**config.mk**
```make
export PLATFORM = sky130hd
export DESIGN_NAME = two_channel_note_tone_generator
export DESIGN_NICKNAME = d
export VERILOG_FILES = /design/src/rtl/tntg_pkg.sv /design/src/rtl/tntg_front.sv /design/src/rtl/tntg_queue.sv /design/src/rtl/tntg_back.sv /design/src/rtl/two_channel_note_tone_generator.sv
export SDC_FILE = /design/constraint.sdc
export NUM_CORES = 2
export LEC_CHECK = 0
export BUFFER_PORTS_ARGS = -buffer_cell sky130_fd_sc_hd__buf_2
export CAP_MARGIN = 20
export CELL_PAD_IN_SITES_DETAIL_PLACEMENT = 1
export CELL_PAD_IN_SITES_GLOBAL_PLACEMENT = 2
export CORE_MARGIN = 10
export CORE_UTILIZATION = 40
export CTS_CLUSTER_DIAMETER = 40
export CTS_CLUSTER_SIZE = 40
export DETAILED_ROUTE_END_ITERATION = 6
export GPL_TIMING_DRIVEN = 0
export PLACE_DENSITY_LB_ADDON = 0.3
export SYNTH_ARGS = -nofsm -noshare
export SYNTH_HDL_FRONTEND = slang
export SYNTH_SLANG_ARGS = --single-unit
export TNS_END_PERCENT = 1
```
**constraint.sdc**
```tcl
create_clock -name clk -period 21.6 [get_ports clk]
set_input_delay 4.32 -clock clk [delete_from_list [all_inputs] [get_ports clk]]
set_output_delay 4.32 -clock clk [all_outputs]
set_load 0.03 [all_outputs]
```
**src/rtl/tntg_pkg.sv**
```systemverilog
// ----------------------------------------------------------------------------
// tntg_pkg: shared types, constants and tables of the two-voice tone generator
// Operation and register codes, the queue item, the note frequency table and
// the functions that build the quarter-wave sine table at elaboration.
// ----------------------------------------------------------------------------
package tntg_pkg;

    // Default sizes handed to the top level
    localparam int DEF_PHASE_BITS      = 32;
    localparam int DEF_SINE_TABLE_BITS = 10;
    localparam int DEF_QUEUE_DEPTH     = 4;

    // Notes a write may store, and entries in the frequency table
    localparam int NOTE_COUNT = 108;
    localparam int ROM_NOTES  = 108;

    localparam int          SCALE_BITS  = 28;
    localparam logic [27:0] SCALE_RESET = 28'd24932236;
    localparam int          FREQ_BITS   = 21;

    localparam logic [63:0] HALF_PI_Q30 = 64'd1686629713;

    // Rounded-up reciprocals of the series denominators (2n)(2n+1); the
    // multiply and shift give the exact floor quotient for dividends below 2^40
    localparam int           SERIES_SHIFT = 49;
    localparam logic [127:0] SERIES_RECIP [8] = '{
        ((128'd1 << SERIES_SHIFT) + 128'd5) / 128'd6,
        ((128'd1 << SERIES_SHIFT) + 128'd19) / 128'd20,
        ((128'd1 << SERIES_SHIFT) + 128'd41) / 128'd42,
        ((128'd1 << SERIES_SHIFT) + 128'd71) / 128'd72,
        ((128'd1 << SERIES_SHIFT) + 128'd109) / 128'd110,
        ((128'd1 << SERIES_SHIFT) + 128'd155) / 128'd156,
        ((128'd1 << SERIES_SHIFT) + 128'd209) / 128'd210,
        ((128'd1 << SERIES_SHIFT) + 128'd271) / 128'd272
    };

    typedef enum logic [1:0] {
        OP_SAMPLE = 2'd0,
        OP_FRAME  = 2'd1,
        OP_WRITE  = 2'd2,
        OP_READ   = 2'd3
    } tntg_op_t;

    typedef enum logic [1:0] {
        REG_DUR0  = 2'd0,
        REG_DUR1  = 2'd1,
        REG_NOTE0 = 2'd2,
        REG_NOTE1 = 2'd3
    } tntg_reg_t;

    // One classified item, as it travels from the front to the back
    typedef struct packed {
        logic                 is_sample;
        logic                 act0;
        logic                 act1;
        logic [FREQ_BITS-1:0] freq0;
        logic [FREQ_BITS-1:0] freq1;
        logic [7:0]           rd;
    } tntg_item_t;

    // Equal-tempered pitches, Q8 hertz
    localparam logic [FREQ_BITS-1:0] NOTE_FREQ [ROM_NOTES] = '{
        21'd4186, 21'd4434, 21'd4698, 21'd4979, 21'd5274, 21'd5588,
        21'd5919, 21'd6272, 21'd6646, 21'd7040, 21'd7460, 21'd7903,
        21'd8371, 21'd8870, 21'd9398, 21'd9956, 21'd10547, 21'd11174,
        21'd11840, 21'd12544, 21'd13289, 21'd14080, 21'd14917, 21'd15805,
        21'd16745, 21'd17741, 21'd18796, 21'd19912, 21'd21097, 21'd22351,
        21'd23680, 21'd25088, 21'd26580, 21'd28160, 21'd29834, 21'd31608,
        21'd33487, 21'd35479, 21'd37588, 21'd39823, 21'd42191, 21'd44700,
        21'd47360, 21'd50176, 21'd53158, 21'd56320, 21'd59668, 21'd63217,
        21'd66977, 21'd70958, 21'd75177, 21'd79649, 21'd84385, 21'd89403,
        21'd94717, 21'd100352, 21'd106317, 21'd112640, 21'd119337, 21'd126433,
        21'd133952, 21'd141919, 21'd150356, 21'd159296, 21'd168768, 21'd178806,
        21'd189437, 21'd200701, 21'd212636, 21'd225280, 21'd238676, 21'd252869,
        21'd267904, 21'd283835, 21'd300713, 21'd318595, 21'd337539, 21'd357609,
        21'd378875, 21'd401403, 21'd425272, 21'd450560, 21'd477338, 21'd505728,
        21'd535808, 21'd567654, 21'd601421, 21'd637184, 21'd675072, 21'd715213,
        21'd757734, 21'd802790, 21'd850534, 21'd901120, 21'd954701, 21'd1011456,
        21'd1071616, 21'd1135334, 21'd1202842, 21'd1274368, 21'd1350144, 21'd1430426,
        21'd1515494, 21'd1605606, 21'd1701069, 21'd1802240, 21'd1909402, 21'd2022945
    };

    // Frequency of a stored note; indexes past the table take the last entry
    function automatic logic [FREQ_BITS-1:0] note_freq(input logic [7:0] note);
        logic [6:0] idx;
        idx = (note >= 8'(ROM_NOTES)) ? 7'(ROM_NOTES - 1) : note[6:0];
        return NOTE_FREQ[idx];
    endfunction

    // sin(x), x and result in Q30, x within [0, pi/2]
    function automatic logic [63:0] series_sine(input logic [63:0] x);
        logic [63:0]        x2;
        logic [63:0]        term;
        logic signed [64:0] sum;
        logic [127:0]       wide;
        x2   = (x * x) >> 30;
        term = x;
        sum  = $signed({1'b0, x});
        for (int unsigned n = 1; n <= 8; n++) begin
            wide = 128'((term * x2) >> 30) * SERIES_RECIP[n - 1];
            term = 64'(wide >> SERIES_SHIFT);
            if (n[0])
                sum = sum - $signed({1'b0, term});
            else
                sum = sum + $signed({1'b0, term});
        end
        return (sum < 0) ? 64'd0 : 64'(sum);
    endfunction

    // Quarter-wave amplitude at step k of 2^qbits steps, Q15
    function automatic logic [14:0] quarter_amp(input int unsigned k,
                                                input int unsigned qbits);
        logic [63:0] x;
        logic [63:0] a;
        x = (HALF_PI_Q30 * 64'(k)) >> qbits;
        a = (series_sine(x) * 64'd32767 + (64'd1 << 29)) >> 30;
        return (a > 64'd32767) ? 15'd32767 : a[14:0];
    endfunction

endpackage

```
**src/rtl/tntg_front.sv**
```systemverilog
// ----------------------------------------------------------------------------
// tntg_front: register file and item classification
// Holds the duration and note registers, applies writes and frame ticks at
// transfer, and snapshots what the back needs into one queue item.
// ----------------------------------------------------------------------------
module tntg_front
    import tntg_pkg::*;
(
    input  logic       clk,
    input  logic       rst_n,
    input  logic       item_valid,
    output logic       item_stall,
    input  logic [1:0] operation,
    input  logic [1:0] reg_index,
    input  logic [7:0] write_value,
    input  logic       queue_full,
    output logic       push,
    output tntg_item_t item
);

    logic [7:0] dur_reg  [2];
    logic [7:0] dur_next [2];
    logic [7:0] note_reg  [2];
    logic [7:0] note_next [2];
    tntg_op_t   op;
    tntg_reg_t  sel;
    logic [7:0] note_clamped;
    logic [7:0] rd_value;

    assign op         = tntg_op_t'(operation);
    assign sel        = tntg_reg_t'(reg_index);
    assign item_stall = queue_full;
    assign push       = item_valid && !queue_full;

    assign note_clamped = (write_value > 8'(NOTE_COUNT - 1)) ? 8'(NOTE_COUNT - 1)
                                                             : write_value;

    always_comb
    begin
        unique case (sel)
            REG_DUR0:  rd_value = dur_reg[0];
            REG_DUR1:  rd_value = dur_reg[1];
            REG_NOTE0: rd_value = note_reg[0];
            REG_NOTE1: rd_value = note_reg[1];
            default:   rd_value = '0;
        endcase
    end

    always_comb
    begin
        dur_next  = dur_reg;
        note_next = note_reg;
        unique case (op)
            OP_SAMPLE: ;
            OP_FRAME:
            begin
                for (int v = 0; v < 2; v++)
                begin
                    if (dur_reg[v] != 8'd0)
                        dur_next[v] = dur_reg[v] - 8'd1;
                end
            end
            OP_WRITE:
            begin
                unique case (sel)
                    REG_DUR0:  dur_next[0]  = write_value;
                    REG_DUR1:  dur_next[1]  = write_value;
                    REG_NOTE0: note_next[0] = note_clamped;
                    REG_NOTE1: note_next[1] = note_clamped;
                    default:   ;
                endcase
            end
            OP_READ: ;
            default: ;
        endcase
    end

    always_comb
    begin
        item.is_sample = (op == OP_SAMPLE);
        item.act0      = (dur_reg[0] != 8'd0);
        item.act1      = (dur_reg[1] != 8'd0);
        item.freq0     = note_freq(note_reg[0]);
        item.freq1     = note_freq(note_reg[1]);
        item.rd        = (op == OP_READ) ? rd_value : 8'd0;
    end

    always_ff @(posedge clk or negedge rst_n)
    begin
        if (!rst_n)
        begin
            dur_reg  <= '{default: '0};
            note_reg <= '{default: '0};
        end
        else if (push)
        begin
            dur_reg  <= dur_next;
            note_reg <= note_next;
        end
    end

endmodule

```
**src/rtl/tntg_queue.sv**
```systemverilog
// ----------------------------------------------------------------------------
// tntg_queue: small first-in first-out queue of classified items
// Decouples the front from the back so each side stalls on its own.
// ----------------------------------------------------------------------------
module tntg_queue
    import tntg_pkg::*;
#(
    parameter int DEPTH = DEF_QUEUE_DEPTH
)
(
    input  logic       clk,
    input  logic       rst_n,
    input  logic       push,
    input  tntg_item_t push_item,
    input  logic       pop,
    output tntg_item_t head,
    output logic       full,
    output logic       empty
);

    localparam int PW = (DEPTH > 1) ? $clog2(DEPTH) : 1;
    localparam int CW = $clog2(DEPTH + 1);

    tntg_item_t      mem_reg [DEPTH];
    logic [PW-1:0]   wr_ptr_reg;
    logic [PW-1:0]   rd_ptr_reg;
    logic [CW-1:0]   count_reg;
    logic [CW-1:0]   count_next;

    assign full  = (count_reg == CW'(DEPTH));
    assign empty = (count_reg == '0);
    assign head  = mem_reg[rd_ptr_reg];

    always_comb
    begin
        count_next = count_reg;
        if (push && !pop)
            count_next = count_reg + 1'b1;
        else if (pop && !push)
            count_next = count_reg - 1'b1;
    end

    always_ff @(posedge clk or negedge rst_n)
    begin
        if (!rst_n)
        begin
            wr_ptr_reg <= '0;
            rd_ptr_reg <= '0;
            count_reg  <= '0;
        end
        else
        begin
            count_reg <= count_next;
            if (push)
                wr_ptr_reg <= (wr_ptr_reg == PW'(DEPTH - 1)) ? '0 : wr_ptr_reg + 1'b1;
            if (pop)
                rd_ptr_reg <= (rd_ptr_reg == PW'(DEPTH - 1)) ? '0 : rd_ptr_reg + 1'b1;
        end
    end

    always_ff @(posedge clk)
    begin
        if (push)
            mem_reg[wr_ptr_reg] <= push_item;
    end

    a_no_push_full: assert property (@(posedge clk) disable iff (!rst_n)
        full |-> !push)
        else $error("push into full queue");

    a_no_pop_empty: assert property (@(posedge clk) disable iff (!rst_n)
        empty |-> !pop)
        else $error("pop from empty queue");

endmodule

```
**src/rtl/tntg_back.sv**
```systemverilog
// ----------------------------------------------------------------------------
// tntg_back: phase accumulation, sine lookup and mixing pipeline
// Four stages: phase step multiply, phase add, sine table read, mix into the
// output register. The whole pipe holds while the output is stalled.
// ----------------------------------------------------------------------------
module tntg_back
    import tntg_pkg::*;
#(
    parameter int PHASE_BITS      = DEF_PHASE_BITS,
    parameter int SINE_TABLE_BITS = DEF_SINE_TABLE_BITS
)
(
    input  logic                  clk,
    input  logic                  rst_n,
    input  logic [SCALE_BITS-1:0] phase_scale,
    input  logic                  queue_valid,
    input  tntg_item_t            head,
    output logic                  pop,
    output logic                  result_valid,
    input  logic                  result_stall,
    output logic signed [15:0]    sample_value,
    output logic                  sample_active,
    output logic [7:0]            read_data
);

    localparam int QB      = SINE_TABLE_BITS - 2;
    localparam int QUARTER = 1 << QB;
    localparam int PROD_W  = FREQ_BITS + SCALE_BITS;
    localparam logic [14:0] PEAK = quarter_amp(QUARTER, QB);

    logic [14:0] quarter_rom [QUARTER];

    for (genvar i = 0; i < QUARTER; i++)
    begin : g_rom
        assign quarter_rom[i] = quarter_amp(i, QB);
    end

    logic adv;

    // stage 1
    logic                  s1_valid_reg;
    logic                  s1_sample_reg;
    logic                  s1_act_reg [2];
    logic [7:0]            s1_rd_reg;
    logic [PHASE_BITS-1:0] s1_step_reg [2];
    logic [PROD_W-1:0]     prod [2];

    // stage 2
    logic                       s2_valid_reg;
    logic                       s2_sample_reg;
    logic                       s2_act_reg [2];
    logic [7:0]                 s2_rd_reg;
    logic [SINE_TABLE_BITS-1:0] s2_idx_reg [2];
    logic [PHASE_BITS-1:0]      phase_reg  [2];
    logic [PHASE_BITS-1:0]      phase_next [2];

    // stage 3
    logic               s3_valid_reg;
    logic               s3_sample_reg;
    logic               s3_act_reg [2];
    logic [7:0]         s3_rd_reg;
    logic signed [15:0] s3_amp_reg [2];
    logic signed [15:0] amp [2];

    // output
    logic               result_valid_reg;
    logic signed [15:0] sample_value_reg;
    logic               sample_active_reg;
    logic [7:0]         read_data_reg;
    logic signed [16:0] pair_sum;
    logic signed [15:0] mix;

    assign adv = !result_valid_reg || !result_stall;
    assign pop = adv && queue_valid;

    assign prod[0] = PROD_W'(head.freq0) * PROD_W'(phase_scale);
    assign prod[1] = PROD_W'(head.freq1) * PROD_W'(phase_scale);

    always_comb
    begin
        for (int v = 0; v < 2; v++)
        begin
            phase_next[v] = phase_reg[v];
            if (s1_sample_reg && s1_act_reg[v])
                phase_next[v] = phase_reg[v] + s1_step_reg[v];
        end
    end

    // Fold the table index onto the quarter wave and restore the sign
    always_comb
    begin
        logic [1:0]    quad;
        logic [QB-1:0] r;
        logic [QB-1:0] k;
        logic [14:0]   mag;
        for (int v = 0; v < 2; v++)
        begin
            quad   = s2_idx_reg[v][SINE_TABLE_BITS-1 -: 2];
            r      = s2_idx_reg[v][QB-1:0];
            k      = quad[0] ? QB'(-r) : r;
            mag    = (quad[0] && (r == '0)) ? PEAK : quarter_rom[k];
            amp[v] = quad[1] ? -$signed({1'b0, mag}) : $signed({1'b0, mag});
        end
    end

    always_comb
    begin
        pair_sum = {s3_amp_reg[0][15], s3_amp_reg[0]} + {s3_amp_reg[1][15], s3_amp_reg[1]};
        if (s3_act_reg[0] && s3_act_reg[1])
            mix = pair_sum[16:1];
        else if (s3_act_reg[0])
            mix = s3_amp_reg[0];
        else if (s3_act_reg[1])
            mix = s3_amp_reg[1];
        else
            mix = '0;
    end

    always_ff @(posedge clk or negedge rst_n)
    begin
        if (!rst_n)
        begin
            s1_valid_reg     <= 1'b0;
            s2_valid_reg     <= 1'b0;
            s3_valid_reg     <= 1'b0;
            result_valid_reg <= 1'b0;
            phase_reg        <= '{default: '0};
        end
        else if (adv)
        begin
            s1_valid_reg     <= queue_valid;
            s2_valid_reg     <= s1_valid_reg;
            s3_valid_reg     <= s2_valid_reg;
            result_valid_reg <= s3_valid_reg;
            if (s1_valid_reg)
                phase_reg <= phase_next;
        end
    end

    always_ff @(posedge clk)
    begin
        if (adv)
        begin
            s1_sample_reg  <= head.is_sample;
            s1_act_reg[0]  <= head.act0;
            s1_act_reg[1]  <= head.act1;
            s1_rd_reg      <= head.rd;
            s1_step_reg[0] <= prod[0][16 +: PHASE_BITS];
            s1_step_reg[1] <= prod[1][16 +: PHASE_BITS];

            s2_sample_reg <= s1_sample_reg;
            s2_act_reg    <= s1_act_reg;
            s2_rd_reg     <= s1_rd_reg;
            for (int v = 0; v < 2; v++)
                s2_idx_reg[v] <= phase_next[v][PHASE_BITS-1 -: SINE_TABLE_BITS];

            s3_sample_reg <= s2_sample_reg;
            s3_act_reg    <= s2_act_reg;
            s3_rd_reg     <= s2_rd_reg;
            s3_amp_reg    <= amp;

            sample_value_reg  <= s3_sample_reg ? mix : 16'sd0;
            sample_active_reg <= s3_sample_reg && (s3_act_reg[0] || s3_act_reg[1]);
            read_data_reg     <= s3_rd_reg;
        end
    end

    assign result_valid  = result_valid_reg;
    assign sample_value  = sample_value_reg;
    assign sample_active = sample_active_reg;
    assign read_data     = read_data_reg;

    a_read_not_sample: assert property (@(posedge clk) disable iff (!rst_n)
        (result_valid_reg && (read_data_reg != 8'd0))
            |-> (!sample_active_reg && (sample_value_reg == 16'sd0)))
        else $error("read result carries sample data");

    a_phase_holds: assert property (@(posedge clk) disable iff (!rst_n)
        !(adv && s1_valid_reg && s1_sample_reg)
            |=> ($stable(phase_reg[0]) && $stable(phase_reg[1])))
        else $error("phase moved without a sample tick");

endmodule

```
**src/rtl/two_channel_note_tone_generator.sv**
```systemverilog
// ----------------------------------------------------------------------------
// two_channel_note_tone_generator: two-voice sine tone generator
// Register file front, item queue, and a phase/sine/mix pipeline back.
// ----------------------------------------------------------------------------
// Each transfer on the item channel is a sample tick, a frame tick, a
// register write or a register read, and yields exactly one result transfer,
// in order. Four byte registers hold a duration and a note index per voice;
// a nonzero duration means the voice sounds, a frame tick counts it down,
// and note writes above the top note are clamped. A sample tick advances the
// 32-bit phase of each sounding voice by note frequency times phase_scale,
// shifted right by 16, reads the sine table and returns the sample (the
// average of both voices when both sound, 0 with sample_active low when
// none does). The block takes one item every cycle unless the queue is full.
// The rate is set by the phase accumulator, one add per voice per cycle, fed
// by one 21x28 multiplier per voice. A four-entry queue behind the register
// file keeps items flowing in while the result side is stalled, until it
// fills. Write phase_scale only while the block is idle.
// ----------------------------------------------------------------------------
module two_channel_note_tone_generator
    import tntg_pkg::*;
#(
    parameter int PHASE_BITS      = DEF_PHASE_BITS,
    parameter int SINE_TABLE_BITS = DEF_SINE_TABLE_BITS,
    parameter int QUEUE_DEPTH     = DEF_QUEUE_DEPTH
)
(
    input  logic                  clk,
    input  logic                  rst_n,
    // configuration
    input  logic                  cfg_we,
    input  logic [SCALE_BITS-1:0] cfg_wdata,
    // item channel
    input  logic                  item_valid,
    output logic                  item_stall,
    input  logic [1:0]            operation,
    input  logic [1:0]            reg_index,
    input  logic [7:0]            write_value,
    // result channel
    output logic                  result_valid,
    input  logic                  result_stall,
    output logic signed [15:0]    sample_value,
    output logic                  sample_active,
    output logic [7:0]            read_data
);

    logic [SCALE_BITS-1:0] phase_scale_reg;
    logic                  push;
    logic                  pop;
    logic                  queue_full;
    logic                  queue_empty;
    tntg_item_t            front_item;
    tntg_item_t            head_item;

    // Hold the phase step scale; reset gives the default sample rate
    always_ff @(posedge clk or negedge rst_n)
    begin
        if (!rst_n)
            phase_scale_reg <= SCALE_RESET;
        else if (cfg_we)
            phase_scale_reg <= cfg_wdata;
    end

    // Front: apply register writes and frame ticks, classify the transfer
    tntg_front u_front (
        .clk         (clk),
        .rst_n       (rst_n),
        .item_valid  (item_valid),
        .item_stall  (item_stall),
        .operation   (operation),
        .reg_index   (reg_index),
        .write_value (write_value),
        .queue_full  (queue_full),
        .push        (push),
        .item        (front_item)
    );

    // Queue: absorb result-side stalls, holding the front only when full
    tntg_queue #(
        .DEPTH (QUEUE_DEPTH)
    ) u_queue (
        .clk       (clk),
        .rst_n     (rst_n),
        .push      (push),
        .push_item (front_item),
        .pop       (pop),
        .head      (head_item),
        .full      (queue_full),
        .empty     (queue_empty)
    );

    // Back: advance phases, look up the sine, mix and drive the result
    tntg_back #(
        .PHASE_BITS      (PHASE_BITS),
        .SINE_TABLE_BITS (SINE_TABLE_BITS)
    ) u_back (
        .clk           (clk),
        .rst_n         (rst_n),
        .phase_scale   (phase_scale_reg),
        .queue_valid   (!queue_empty),
        .head          (head_item),
        .pop           (pop),
        .result_valid  (result_valid),
        .result_stall  (result_stall),
        .sample_value  (sample_value),
        .sample_active (sample_active),
        .read_data     (read_data)
    );

endmodule
```
==> metrics.yaml <==
global_route:
  grt_max_degree: 84
  grt_pass1_vias: 73700
  grt_use_total_pct: 33.3
  grt_pass1_wl_mm: 518
  antenna_found_initial: 19
  overflow: 0
clock_network:
  post_cts_buffers: 0
  cts_made_buffers: 90
  cts.clk_slew.worst_paths_ns: 0.05
  cts_max_level: 3
  clock_latency_ns: 0.75
  clkSinkCount: 521
  ctsResizeCount: 0
  cts-hold-fix-buffers: 0
  clockBufferDepth: 3
  cts_tree: "done"
  root_buffer: "clkbuf_16"
floorplanning:
  die_h_um: 456
  ioPinCount: 72
  die-area_mm2: 0.208
  die-width_um: 456
  initial_core_util_pct: 40.1
  core_region_area_mm2: 0.190
  num_rows: 160
timing:
  setup_violations: 0
  relSlewSlack_pct: 13.4
  min_period_ns: 11.95
  finalCritPeriodShare_pct: 55.3
  rsz0062_at_grt: "false"
  timing.setup.tns_ns: 0
  hold_violations: 0
  final.setup_skew_ns: 0.0456
  slew_viol_final: 0
  max_freq_mhz: 83.7
  tightest_slew_ns: 1.28
hold_path:
  hold_path_depth: 0
  holdPathEnd: "u_back.s3_act_reg[1]"
  hold_start: "u_back.s2_act_reg[1]"
  hold_path.class: "register to register"
route:
  drc: 0
  vias_per_cell: 6.11
  num_vias: 68800
  routed_wl_mm: 355
  detail_route.iter0.violations: 6533
  antenna_left: 0
  drt-pass1-iter-count: 6
  wl_per_cell_um: 31.5
critical_path:
  end_kind: "register"
  crit_arrival_ns: 12.42
  crit_family: "buffers and inverters"
  cp_max_fo: 10
  crit_type: "register to register"
  r2r_end: "u_back.s1_step_reg[0][28]"
  required_ns: 22.07
  start_kind: "register"
  slowest_stage: "clkbuf_1"
  max_stage_delay_ns: 0.88
  critPathBufInv: 10
  r2r-start: "u_queue.rd_ptr_reg[1]"
  r2r_slack_ns: 9.65
  reg2regPathDepth: 31
  critPathMostFrequentCell: "fa_1"
synth:
  synth_top_area_share_pct: 25.8
  synth_edf_count: 386
  yosysWarningCount: 0
  synth_area_leaders: "fa_1, edfxtp_1, ha_1"
  netlist.top_cell.by_area: "fa_1"
  synth_ff_type: "edfxtp_1"
  ys_ff_latch: 521
  synth_cells: 8475
  ys_seq_area_share_pct: 19.7
  netlist_area_mm2: 0.0762
  synth_nets: 9952
  ys_async_sr_fraction_pct: 25.9
  synth_cell_types: 107
  synth.avg_cell_area_um2: 8.99
placed_design:
  hpwl_mm: 277
  port_buffers: 70
  gp_congestion: 1.00
final_layout:
  area_growth_pct: 9.42
  largest_reg_flops: 212
  ff_latch_area_mm2: 0.0150
  nets: 10100
  drive_gt1_share_pct: 6.93
  nFillCells: 22100
  multi_input_area_mm2: 0.0544
job:
  cap_violations: 0
run_status:
  status: "complete, no violations"
==> routing by layer <==
layer / track usage, % / routed length, µm
met5: 0 / 36
met4: 17.8 / 22900
met3: 6.66 / 28600
met2: 52.4 / 158000
met1: 43.2 / 145000
==> synthesized netlist by cell type, types with 83 or more instances <==
cell,instances
a21oi_1,408
nand2_1,1009
o21ai_0,419
mux4_2,83
ha_1,450
a31oi_1,84
edfxtp_1,386
nor2_1,362
inv_1,1204
xnor2_1,123
a211oi_1,86
nor3_1,134
fa_1,982
and2_1,649
nand3_1,88
dfrtp_1,120
clkbuf_1,450
==> worst max path at each step <==
stage                               start  cells past startpoint                         to  slack (ns)
global placement             result_stall                      5       u_back.phase_reg[32]        7.65
global route        u_queue.rd_ptr_reg[1]                     31  u_back.s1_step_reg[0][28]        9.18
CTS                 u_queue.rd_ptr_reg[0]                     31  u_back.s1_step_reg[0][31]        9.71
floorplan                    result_stall                      4       u_back.phase_reg[20]       11.78
finish              u_queue.rd_ptr_reg[1]                     31  u_back.s1_step_reg[0][28]        9.65
detailed placement  u_queue.rd_ptr_reg[0]                     31  u_back.s1_step_reg[0][31]        9.89
==> through the flow <==
stage	std cells	utilization [%]	instance area, µm²	hold WS (ns)	setup WS, ns
floorplan	8475	-	76200	0.400	11.78
global placement	11100	42.0	79700	0.401	7.65
detailed placement	11100	42.2	80100	0.406	9.89
CTS	11200	43.9	83200	0.405	9.71
global route	11300	43.9	83300	0.411	9.18
finish	11300	43.9	83300	0.389	9.65
==> layout by cell type, fill, tap and decap left out, types with 25 or more instances in the layout <==
cell / Yosys / final
a211oi_1: 86 / 86
a21boi_0: 26 / 26
a21o_1: 66 / 66
a21oi_1: 408 / 408
a221oi_1: 54 / 53
a22oi_1: 40 / 40
a311oi_1: 25 / 25
a31oi_1: 84 / 84
and2_1: 649 / 645
buf_1: 65 / 67
buf_2: 81 / 154
clkbuf_1: 450 / 455
clkbuf_16: 0 / 91
dfrtp_1: 120 / 120
edfxtp_1: 386 / 386
fa_1: 982 / 982
ha_1: 450 / 450
inv_1: 1204 / 1204
mux2_2: 75 / 75
mux2i_1: 46 / 46
mux4_2: 83 / 83
nand2_1: 1009 / 1008
nand2b_1: 51 / 51
nand3_1: 88 / 88
nand4_1: 30 / 30
nor2_1: 362 / 362
nor2b_1: 60 / 60
nor3_1: 134 / 133
o211ai_1: 75 / 75
o21a_1: 44 / 44
o21ai_0: 419 / 416
o221ai_1: 31 / 31
o22ai_1: 58 / 58
o311ai_0: 42 / 42
o31ai_1: 52 / 51
xnor2_1: 123 / 119
xor2_1: 65 / 65
==> logic make-up (layout without fill, tap and decap cells) <==
group           after synthesis  in the layout  synth area share [%]
flops                       521            521                  19.7
xor+xnor                    194            194                  2.31
compound gates             1777           1777                  15.4
simple gates               2535           2535                  16.1
fa+ha+maj                  1432           1432                  33.2
mux                         204            204                  4.17
other cells                   0             15                     0
buf+inv                    1812           2080                  9.09
==> area by class of cell <==
class | instances | area share [%]
Multi-Input combinational cell | 6142 | 65.2
Sequential cell | 521 | 18.0
Inverter | 1213 | 5.46
Tap cell | 2511 | 3.77
Buffer | 599 | 2.84
Clock buffer | 98 | 2.78
Clock inverter | 71 | 1.05
Timing Repair Buffer | 99 | 0.847
Antenna cell | 15 | 0.0450
Power is left out: the tool's default activity adds up to more than one toggle a clock period on the data nets, which glitch-free logic cannot reach.
